==> src/rtl/core/sqt_pkg.sv <==
// sqt_pkg: shared widths, stage numbering and pipeline types for the sprite quad transform
// no dependencies; imported by every module under rtl/core
package sqt_pkg;

  // trig precision and table size
  localparam int TRIG_BITS        = 16;
  localparam int SINE_TABLE_DEPTH = 1024;
  localparam int IDX_W            = $clog2(SINE_TABLE_DEPTH);
  localparam int TRIG_W           = TRIG_BITS + 2;

  // angle in Q9.6 degrees, one full turn
  localparam int DEG_CIRCLE = 23040;
  localparam int ANG_W      = $clog2(DEG_CIRCLE);

  // table index = (angle * depth + half turn step) / full turn, by reciprocal
  localparam longint IDX_NUM_MAX = longint'(DEG_CIRCLE - 1) * SINE_TABLE_DEPTH
                                   + DEG_CIRCLE / 2;
  localparam int     NUM_W       = $clog2(IDX_NUM_MAX + 1);
  localparam longint RECIP       = (longint'(1) << NUM_W) / DEG_CIRCLE;
  localparam int     RECIP_W     = $clog2(RECIP + 1);

  // field widths
  localparam int IN_W   = 16;
  localparam int SCL_W  = 2 * IN_W;
  localparam int OUT_W  = 20;
  localparam int OUT_MAX = 524287;
  localparam int OUT_MIN = -524288;

  // datapath widths after rotation
  localparam int PROD_W = SCL_W + 1 + TRIG_W;
  localparam int SUM_W  = PROD_W + 3;
  localparam int RND_SH = 13 + TRIG_BITS;
  localparam int RND_W  = SUM_W - RND_SH;

  // pipeline stages
  localparam int NUM_STAGES = 8;
  localparam int ST_IN      = 1;
  localparam int ST_RECIP   = 2;
  localparam int ST_INDEX   = 3;
  localparam int ST_ROM     = 4;
  localparam int ST_TRIG    = 5;
  localparam int ST_MUL     = 6;
  localparam int ST_SUM     = 7;
  localparam int ST_OUT     = 8;

  typedef logic [NUM_STAGES:1] stage_en_t;
  typedef logic signed [TRIG_W-1:0] trig_t;
  typedef logic [3:0][OUT_W-1:0] corner_vec_t;

  typedef struct packed {
    logic signed [IN_W-1:0] pos_x;
    logic signed [IN_W-1:0] pos_y;
    logic [SCL_W-1:0]       scl_w;
    logic [SCL_W-1:0]       scl_h;
    logic [1:0]             col;
    logic [1:0]             row;
  } geo_t;

endpackage

==> src/rtl/core/sqt_angle_index.sv <==
// sqt_angle_index: reduces the rotation modulo a full turn and maps it to a sine table index
// depends on sqt_pkg; three pipeline stages
module sqt_angle_index (
  input  logic                       clk,
  input  sqt_pkg::stage_en_t         stage_en,
  input  logic signed [15:0]         rotation_deg,
  output logic [sqt_pkg::IDX_W-1:0]  idx
);
  import sqt_pkg::*;

  localparam logic signed [ANG_W+2:0] DEG_S = (ANG_W + 3)'(DEG_CIRCLE);
  localparam int PW = NUM_W + RECIP_W;

  logic signed [ANG_W+2:0] rot_ext;
  logic [ANG_W-1:0]        ang;
  logic [NUM_W-1:0]        num_next;
  logic [NUM_W-1:0]        num1;
  logic [NUM_W-1:0]        num2;
  logic [PW-1:0]           prod;
  logic [IDX_W:0]          q_est;
  logic [NUM_W-1:0]        rem;
  logic [IDX_W:0]          q_fix;

  // stage 1: angle into [0, full turn), then scale to the numerator
  always_comb begin
    rot_ext = (ANG_W + 3)'(rotation_deg);
    priority if (rot_ext < -DEG_S) begin
      ang = ANG_W'(rot_ext + DEG_S + DEG_S);
    end else if (rot_ext < 0) begin
      ang = ANG_W'(rot_ext + DEG_S);
    end else if (rot_ext >= DEG_S) begin
      ang = ANG_W'(rot_ext - DEG_S);
    end else begin
      ang = ANG_W'(rot_ext);
    end
    num_next = NUM_W'({ang, IDX_W'(0)}) + NUM_W'(DEG_CIRCLE / 2);
  end

  always_ff @(posedge clk) begin
    if (stage_en[ST_IN]) begin
      num1 <= num_next;
    end
  end

  // stage 2: reciprocal multiply, estimate is exact or one low
  always_ff @(posedge clk) begin
    if (stage_en[ST_RECIP]) begin
      prod <= PW'(num1) * PW'(RECIP);
      num2 <= num1;
    end
  end

  // stage 3: one correction step; an index equal to the depth wraps to zero by truncation
  always_comb begin
    q_est = (IDX_W + 1)'(prod >> NUM_W);
    rem   = num2 - NUM_W'(q_est) * NUM_W'(DEG_CIRCLE);
    q_fix = q_est + (IDX_W + 1)'(rem >= NUM_W'(DEG_CIRCLE));
  end

  always_ff @(posedge clk) begin
    if (stage_en[ST_INDEX]) begin
      idx <= q_fix[IDX_W-1:0];
    end
  end

endmodule

==> config.mk <==
export PLATFORM = sky130hd
export DESIGN_NAME = sqt_angle_index
export DESIGN_NICKNAME = d
export VERILOG_FILES = /design/src/rtl/core/sqt_pkg.sv /design/src/rtl/core/sqt_angle_index.sv
export SDC_FILE = /design/constraint.sdc
export NUM_CORES = 1
export LEC_CHECK = 0
export BUFFER_PORTS_ARGS = -buffer_cell sky130_fd_sc_hd__buf_2
export CAP_MARGIN = 20
export CORE_AREA = 2 2 128 117
export DETAILED_ROUTE_END_ITERATION = 12
export DIE_AREA = 0 0 130 119
export PLACE_DENSITY = 0.72
export RECOVER_POWER = 100
export SETUP_SLACK_MARGIN = 0.15
export SLEW_MARGIN = 20
export SYNTH_ARGS = -nofsm -noshare
export SYNTH_HDL_FRONTEND = slang
export SYNTH_SLANG_ARGS = --single-unit
==> constraint.sdc <==
create_clock -name clk -period 4.8 [get_ports clk]
set_input_delay 0.48 -clock clk [delete_from_list [all_inputs] [get_ports clk]]
set_output_delay 0.48 -clock clk [all_outputs]
set_load 0.01 [all_outputs]
==> impl_metrics.toml, run 1 <==
[run_status]
status = "finished, violations left"
violations = "negative setup slack"

[placed_design]
post-place-ws_ns = -0.428
post-dp-hpwl_um = 10900
io_buffers = 29
gp_congestion = 0.913

[route]
vias = 4880
wirelength_um = 14300
drc = 0
viasPerCell = 5.25
drt_first_pass_iters = 4
wl_per_cell_um = 15.3
first_iter_violations = 183
detail-route-antenna-nets = 0

[floorplanning]
dieArea_um2 = 15500
chipHeight_um = 119
core-area_um2 = 14300
rows = 42
design.portCount = 35
initial_core_util = 0.436
die_w_um = 130

[global_route]
first_global_vias = 5165
grt_pass1_wl_um = 23400
gr-total-overflow = 0
antenna_found_initial = 0
grt_max_degree = 27
grt_usage = 0.187

[worst_hold_path]
min_path_type = "primary input to flip-flop"
hold_path.startpoint = "rotation_deg[0]"

[sta]
setup_viol = 14
drv_slew = 0
worst_slew_pin_slew_ns = 1.41
finalSetupTns_ns = -2.74
timing.final.ws_setup_ns = -0.294
rsz0062_at_grt = "yes"
period_share = 1.06
hold_violations = 0
period_needed_ns = 5.09
max_slew_margin = 0.0606
max_freq_mhz = 196
clock_skew_ns = 0.00506

[cts]
cts_made_buffers = 5
postCtsHoldBufs = 0
cts.sinks = 51
cts_tree = "done"
cts_root_buf = "clkbuf_16"
clk_pin_slew_ns = 0.06
clk-insertion-delay-late_ns = 0.29
clock_path_buffers = 2
ctsHtreeMaxLevel = 2

[layout]
area_growth_pct = 22.0
fin_nets = 906
fill_cells = 1218
multi_input_area_um2 = 4530
seq_area_um2 = 1530
post_route_cells_drive_above_1_share = 0.209
n_antenna_cell = 0

[synth]
netlist_instances = 625
ys_ff_latch = 51
ys_seq_area_frac = 0.245
yosysUniqueCellTypes = 66
synth_async_sr_flop_share = 0
yosysWarnings = 0
ys.flop_type = "edfxtp_1"
synth_area_um2 = 6250
syn-num-nets = 801
synth_edf_count = 51
avgSynthCellArea_um2 = 10.0

[worst_setup_path]
crit_path_end_kind = "flip-flop"
startpoint_type = "flip-flop"
worstPathRequired_ns = 4.84
worstPathMaxFanout = 4
rr_startpoint = "prod[29]$_DFFE_PP_"
r2r_slack_ns = -0.29
path_class = "flip-flop to flip-flop"
crit_start = "prod[29]$_DFFE_PP_"
worst_ep_arrival_time_ns = 5.14

[job]
maxCapViolCount = 0
==> area by class of cell <==
class,count,area share
Timing Repair Buffer,103,0.0860
Inverter,137,0.0678
Clock inverter,2,0.000985
Multi-Input combinational cell,432,0.595
Clock buffer,6,0.0169
Tap cell,198,0.0325
Sequential cell,51,0.201
==> per-layer routing <==
layer	vias up	track usage	part of all wire
met5	-	0	0
met1	2391	0.236	0.42
li1	2376	-	-
met3	23	0.0216	0.028
met2	90	0.336	0.53
met4	0	0.0524	0.017
==> worst paths after layout <==
| path | cells after the start | endpoint |
|---|---|---|
| worst max register to register | 21 | idx[9]$_DFFE_PP_ |
| worst min register to register | 0 | num2[21]$_DFFE_PP_ |
| worst max-delay path | 21 | idx[9]$_DFFE_PP_ |
| worst min-delay path | 2 | num1[10]$_DFFE_PP_ |
==> cells in the final DEF (no fill, tap or decap), drive strengths merged, types with 3 or more instances in the layout <==
cell     Yosys  layout
a21o         7       7
nand2b       5       5
fa          50      50
a21oi       22      22
ha         101     101
nor2        19      19
buf          4      78
edfxtp      51      51
o21ai       26      26
o21a         6       6
nor4         4       4
and3         8       8
xor2        18      18
a211o        3       3
mux2i        3       3
nor3        18      18
clkbuf       1      31
a211oi       6       6
xnor2       34      34
o211ai       6       6
nand3       14      14
inv        137     137
or3          7       7
o311ai       3       3
nand2       19      19
a32o         3       3
nor4b        4       4
a2111oi      3       3
nor2b        3       3
a31oi        7       7
==> flip-flops by register name, summed over array words and instances, names as in the netlist <==
signal	flops
num2	14
prod	12
num1	15
idx	10
==> Yosys cell counts (all sizes together) (2+ instances only) <==
| master | instances | area share |
|---|---|---|
| inv | 137 | 0.082 |
| ha | 101 | 0.20 |
| edfxtp | 51 | 0.25 |
| fa | 50 | 0.16 |
| xnor2 | 34 | 0.048 |
| o21ai | 26 | 0.021 |
| a21oi | 22 | 0.018 |
| nand2 | 19 | 0.011 |
| nor2 | 19 | 0.011 |
| nor3 | 18 | 0.014 |
| xor2 | 18 | 0.028 |
| nand3 | 14 | 0.011 |
| and3 | 8 | 0.0080 |
| a21o | 7 | 0.0084 |
| a31oi | 7 | 0.0070 |
| or3 | 7 | 0.0070 |
| a211oi | 6 | 0.0088 |
| o211ai | 6 | 0.0072 |
| o21a | 6 | 0.0072 |
| nand2b | 5 | 0.0050 |
| buf | 4 | 0.0056 |
| nor4 | 4 | 0.0040 |
| nor4b | 4 | 0.0066 |
| a2111oi | 3 | 0.0052 |
| a211o | 3 | 0.0042 |
| a32o | 3 | 0.0048 |
| mux2i | 3 | 0.0048 |
| nor2b | 3 | 0.0030 |
| o311ai | 3 | 0.0054 |
| a22oi | 2 | 0.0032 |
| a31o | 2 | 0.0028 |
| and2 | 2 | 0.0020 |
| nand3b | 2 | 0.0024 |
| nor3b | 2 | 0.0024 |
| o2111ai | 2 | 0.0028 |
| o21bai | 2 | 0.0024 |
| o22ai | 2 | 0.0020 |
| o31ai | 2 | 0.0024 |
==> through the flow <==
step / cell area (um^2) / hold slack [ns] / instances / util
floorplan: 6320 / 0.484 / 625 / -
global placement: 7060 / 0.561 / 899 / 0.492
detailed placement: 7060 / 0.579 / 899 / 0.492
CTS: 7420 / 0.480 / 916 / 0.517
global route: 7620 / 0.511 / 929 / 0.531
finish: 7620 / 0.474 / 929 / 0.531
==> what timing repair did <==
item	in CTS	in global routing
setup endpoints to repair	13	15
pin swaps	36	29
gates resized for setup	28	38
setup buffers	9	13
==> worst max-delay path, stage by stage (launching register included) <==
cell and delay (ns):
edfxtp_1 0.51, ha_4 0.32, ha_4 0.27, inv_2 0.03, fa_1 0.44, inv_1 0.07, ha_2 0.18, inv_2 0.04
fa_2 0.34, buf_4 0.14, xor2_1 0.14, ha_1 0.21, or3_1 0.36, or3_1 0.32, a31oi_1 0.22, xor2_1 0.22
o2111ai_2 0.16, a211o_1 0.35, ha_4 0.20, and3_4 0.18, nand3_2 0.07, xnor2_1 0.08
==> cell families after synthesis <==
| group | after synthesis | share of synthesized area |
|---|---|---|
| fa+ha+maj | 151 | 0.362 |
| buf+inv | 142 | 0.0885 |
| simple gates | 113 | 0.0967 |
| flops | 51 | 0.245 |
| mux | 3 | 0.00480 |
| compound gates | 113 | 0.127 |
| xor+xnor | 52 | 0.0753 |
Power of run 1 is left out: the tool's default activity adds up to more than one toggle a clock period on the data nets, which glitch-free logic cannot reach.
==> inputs of run 2 (changes only) <==
--- a/config.mk
+++ b/config.mk
@@ -8,6 +8,7 @@
 export BUFFER_PORTS_ARGS = -buffer_cell sky130_fd_sc_hd__buf_2
 export CAP_MARGIN = 20
 export CORE_AREA = 2 2 128 117
+export CTS_CLUSTER_SIZE = 28
 export DETAILED_ROUTE_END_ITERATION = 12
 export DIE_AREA = 0 0 130 119
 export PLACE_DENSITY = 0.72
@@ -17,3 +18,4 @@
 export SYNTH_ARGS = -nofsm -noshare
 export SYNTH_HDL_FRONTEND = slang
 export SYNTH_SLANG_ARGS = --single-unit
+export TNS_END_PERCENT = 1
==> impl_metrics.toml, run 2 (synthesis gave the netlist of run 1 again) <==
[worst_setup_path]
worst_ep_arrival_time_ns = 5.32
startpoint_type = "flip-flop"
timing.critical_path.mode_cell = "ha_4"
reg2reg_depth = 24
path_cells = "buf_6 -> ha_4 -> xor2_2 -> ha_1 -> inv_2 -> fa_1 -> inv_2 -> ha_4 -> nor2b_4 -> o21ai_2 -> a21boi_1 -> o21ai_1 -> nand2_1 -> xnor2_1 -> ha_1 -> and2_4 -> a22oi_2 -> o211ai_1 -> a211oi_1 -> mux2i_1 -> a211o_1 -> ha_4 -> ha_4 -> xor2_1"
cpPeakStageDelay_ns = 0.55
slowest_stage = "fa_1"
r2r_slack_ns = -0.47
crit_path_end_kind = "flip-flop"
r2r-end = "idx[2]$_DFFE_PP_"
worstPathRequired_ns = 4.85
worstPathMaxFanout = 4
rr_startpoint = "prod[28]$_DFFE_PP_"
path_class = "flip-flop to flip-flop"

[global_route]
grt_max_degree = 27
use_met2 = 0.324
use_met3 = 0.0256
antenna_found_initial = 0
gr-total-overflow = 0
grt_usage = 0.183
gr-usage-met1 = 0.227
grt_most_used_layer = "met2"
grt_pass1_wl_um = 23000
first_global_vias = 5020

[floorplanning]
dieArea_um2 = 15500
die_w_um = 130
core-area_um2 = 14300
design.portCount = 35
chipHeight_um = 119
initial_core_util = 0.436
rows = 42

[worst_hold_path]
min_path_type = "primary input to flip-flop"
hold_path.startpoint = "rotation_deg[0]"
hold_depth = 2
whs_endpoint = "num1[10]$_DFFE_PP_"

[layout]
seq_area_um2 = 1530
multi_input_area_um2 = 4480
fin_nets = 892
mostFrequentLayoutCells = "inv_1, ha_1, edfxtp_1, buf_4, fa_1"
largest_registers = "num1 (15), num2 (14), prod (12)"
area_growth_pct = 19.7
post_route_cells_drive_above_1_share = 0.181
final_core_util = 0.521
fill_cells = 1230
top_register = "num1"
layout_commonest_cell = "inv_1"
largest_reg_flops = 15
n_antenna_cell = 0

[run_status]
status = "finished, violations left"
violations = "negative setup slack"

[cts]
clk_pin_slew_ns = 0.07
cts.sinks = 51
cts_made_buffers = 5
clock_path_buffers = 2
cts_root_buf = "clkbuf_16"
cts_tree = "done"
clk-insertion-delay-late_ns = 0.30
ctsHtreeMaxLevel = 2

[sta]
period_needed_ns = 5.27
drv_slew = 0
max_slew_margin = 0.0340
max_freq_mhz = 190
period_share = 1.10
rsz0062_at_grt = "yes"
clock_skew_ns = 0.00879
worst_slew_pin_slew_ns = 1.45
hold_violations = 0
timing.final.ws_setup_ns = -0.470
setup_viol = 13

[placed_design]
gp_congestion = 0.892
io_buffers = 29
post-dp-hpwl_um = 10700

[route]
first_iter_violations = 213
vias = 4823
drt_first_pass_iters = 4
wl_per_cell_um = 14.9
drc = 0
wirelength_um = 13600
detail-route-antenna-nets = 0
viasPerCell = 5.27

[job]
maxCapViolCount = 0
## run 2: changes by cell type in the layout (fill, tap and decap cells not counted), sizes merged
cell and delta:
buf -12, clkbuf -3, clkinvlp +1
## run 2: cell type report
type | instances | area share
tap | 198 | 0.0331
clock buffer | 5 | 0.0167
sequential | 51 | 0.205
multi-input combinational | 432 | 0.599
clock inverter | 3 | 0.00201
timing repair buffer | 89 | 0.0755
inverter | 137 | 0.0688
## run 2: worst max path at each step
| stage | startpoint | endpoint | slack (ns) | cells past startpoint |
|---|---|---|---|---|
| floorplan | prod[27]$_DFFE_PP_ | idx[4]$_DFFE_PP_ | -0.02 | 25 |
| global placement | prod[27]$_DFFE_PP_ | idx[8]$_DFFE_PP_ | -0.31 | 21 |
| detailed placement | prod[28]$_DFFE_PP_ | idx[8]$_DFFE_PP_ | -0.52 | 21 |
| CTS | prod[27]$_DFFE_PP_ | idx[2]$_DFFE_PP_ | -0.29 | 20 |
| global route | prod[28]$_DFFE_PP_ | idx[2]$_DFFE_PP_ | -0.68 | 24 |
| finish | prod[28]$_DFFE_PP_ | idx[2]$_DFFE_PP_ | -0.47 | 24 |
## run 2: timing repair
item                                    4_1_cts  5_1_grt
gates resized for setup                      31       26
setup buffers                                 7        6
hold buffers                                  0        0
pin swaps                                    34       31
endpoints found under the setup margin       14       16
endpoints found under the hold margin         0        0
## run 2: metrics by stage
| stage | setup TNS (ns) | cell area (um^2) | instances | hold slack, ns | setup slack [ns] |
|---|---|---|---|---|---|
| floorplan | -0.0632 | 6290 | 625 | 0.484 | -0.0202 |
| global placement | -2.45 | 7000 | 894 | 0.562 | -0.309 |
| detailed placement | -4.24 | 7000 | 894 | 0.570 | -0.516 |
| CTS | -2.38 | 7350 | 909 | 0.480 | -0.292 |
| global route | -8.31 | 7480 | 915 | 0.491 | -0.684 |
| finish | -4.71 | 7480 | 915 | 0.469 | -0.470 |
## run 2: routing by layer
metal / wire (um) / part of all wire / up-vias
li1: - / - / 2341
met1: 5700 / 0.42 / 2353
met2: 7160 / 0.53 / 99
met3: 412 / 0.030 / 30
met4: 344 / 0.025 / 0
met5: 0 / 0 / -
## run 2: worst max-delay path: cells and delay by family (launching register included)
family	cells	cell delay, ns
adder cells (fa/ha/maj)	7	2.00
AO/OA/AOI/OAI	7	1.39
flip-flops	1	0.45
XOR/XNOR	3	0.45
AND/OR/NAND/NOR	3	0.38
buffers and inverters	3	0.24
multiplexers	1	0.10
Power of run 2 is left out for the same reason.
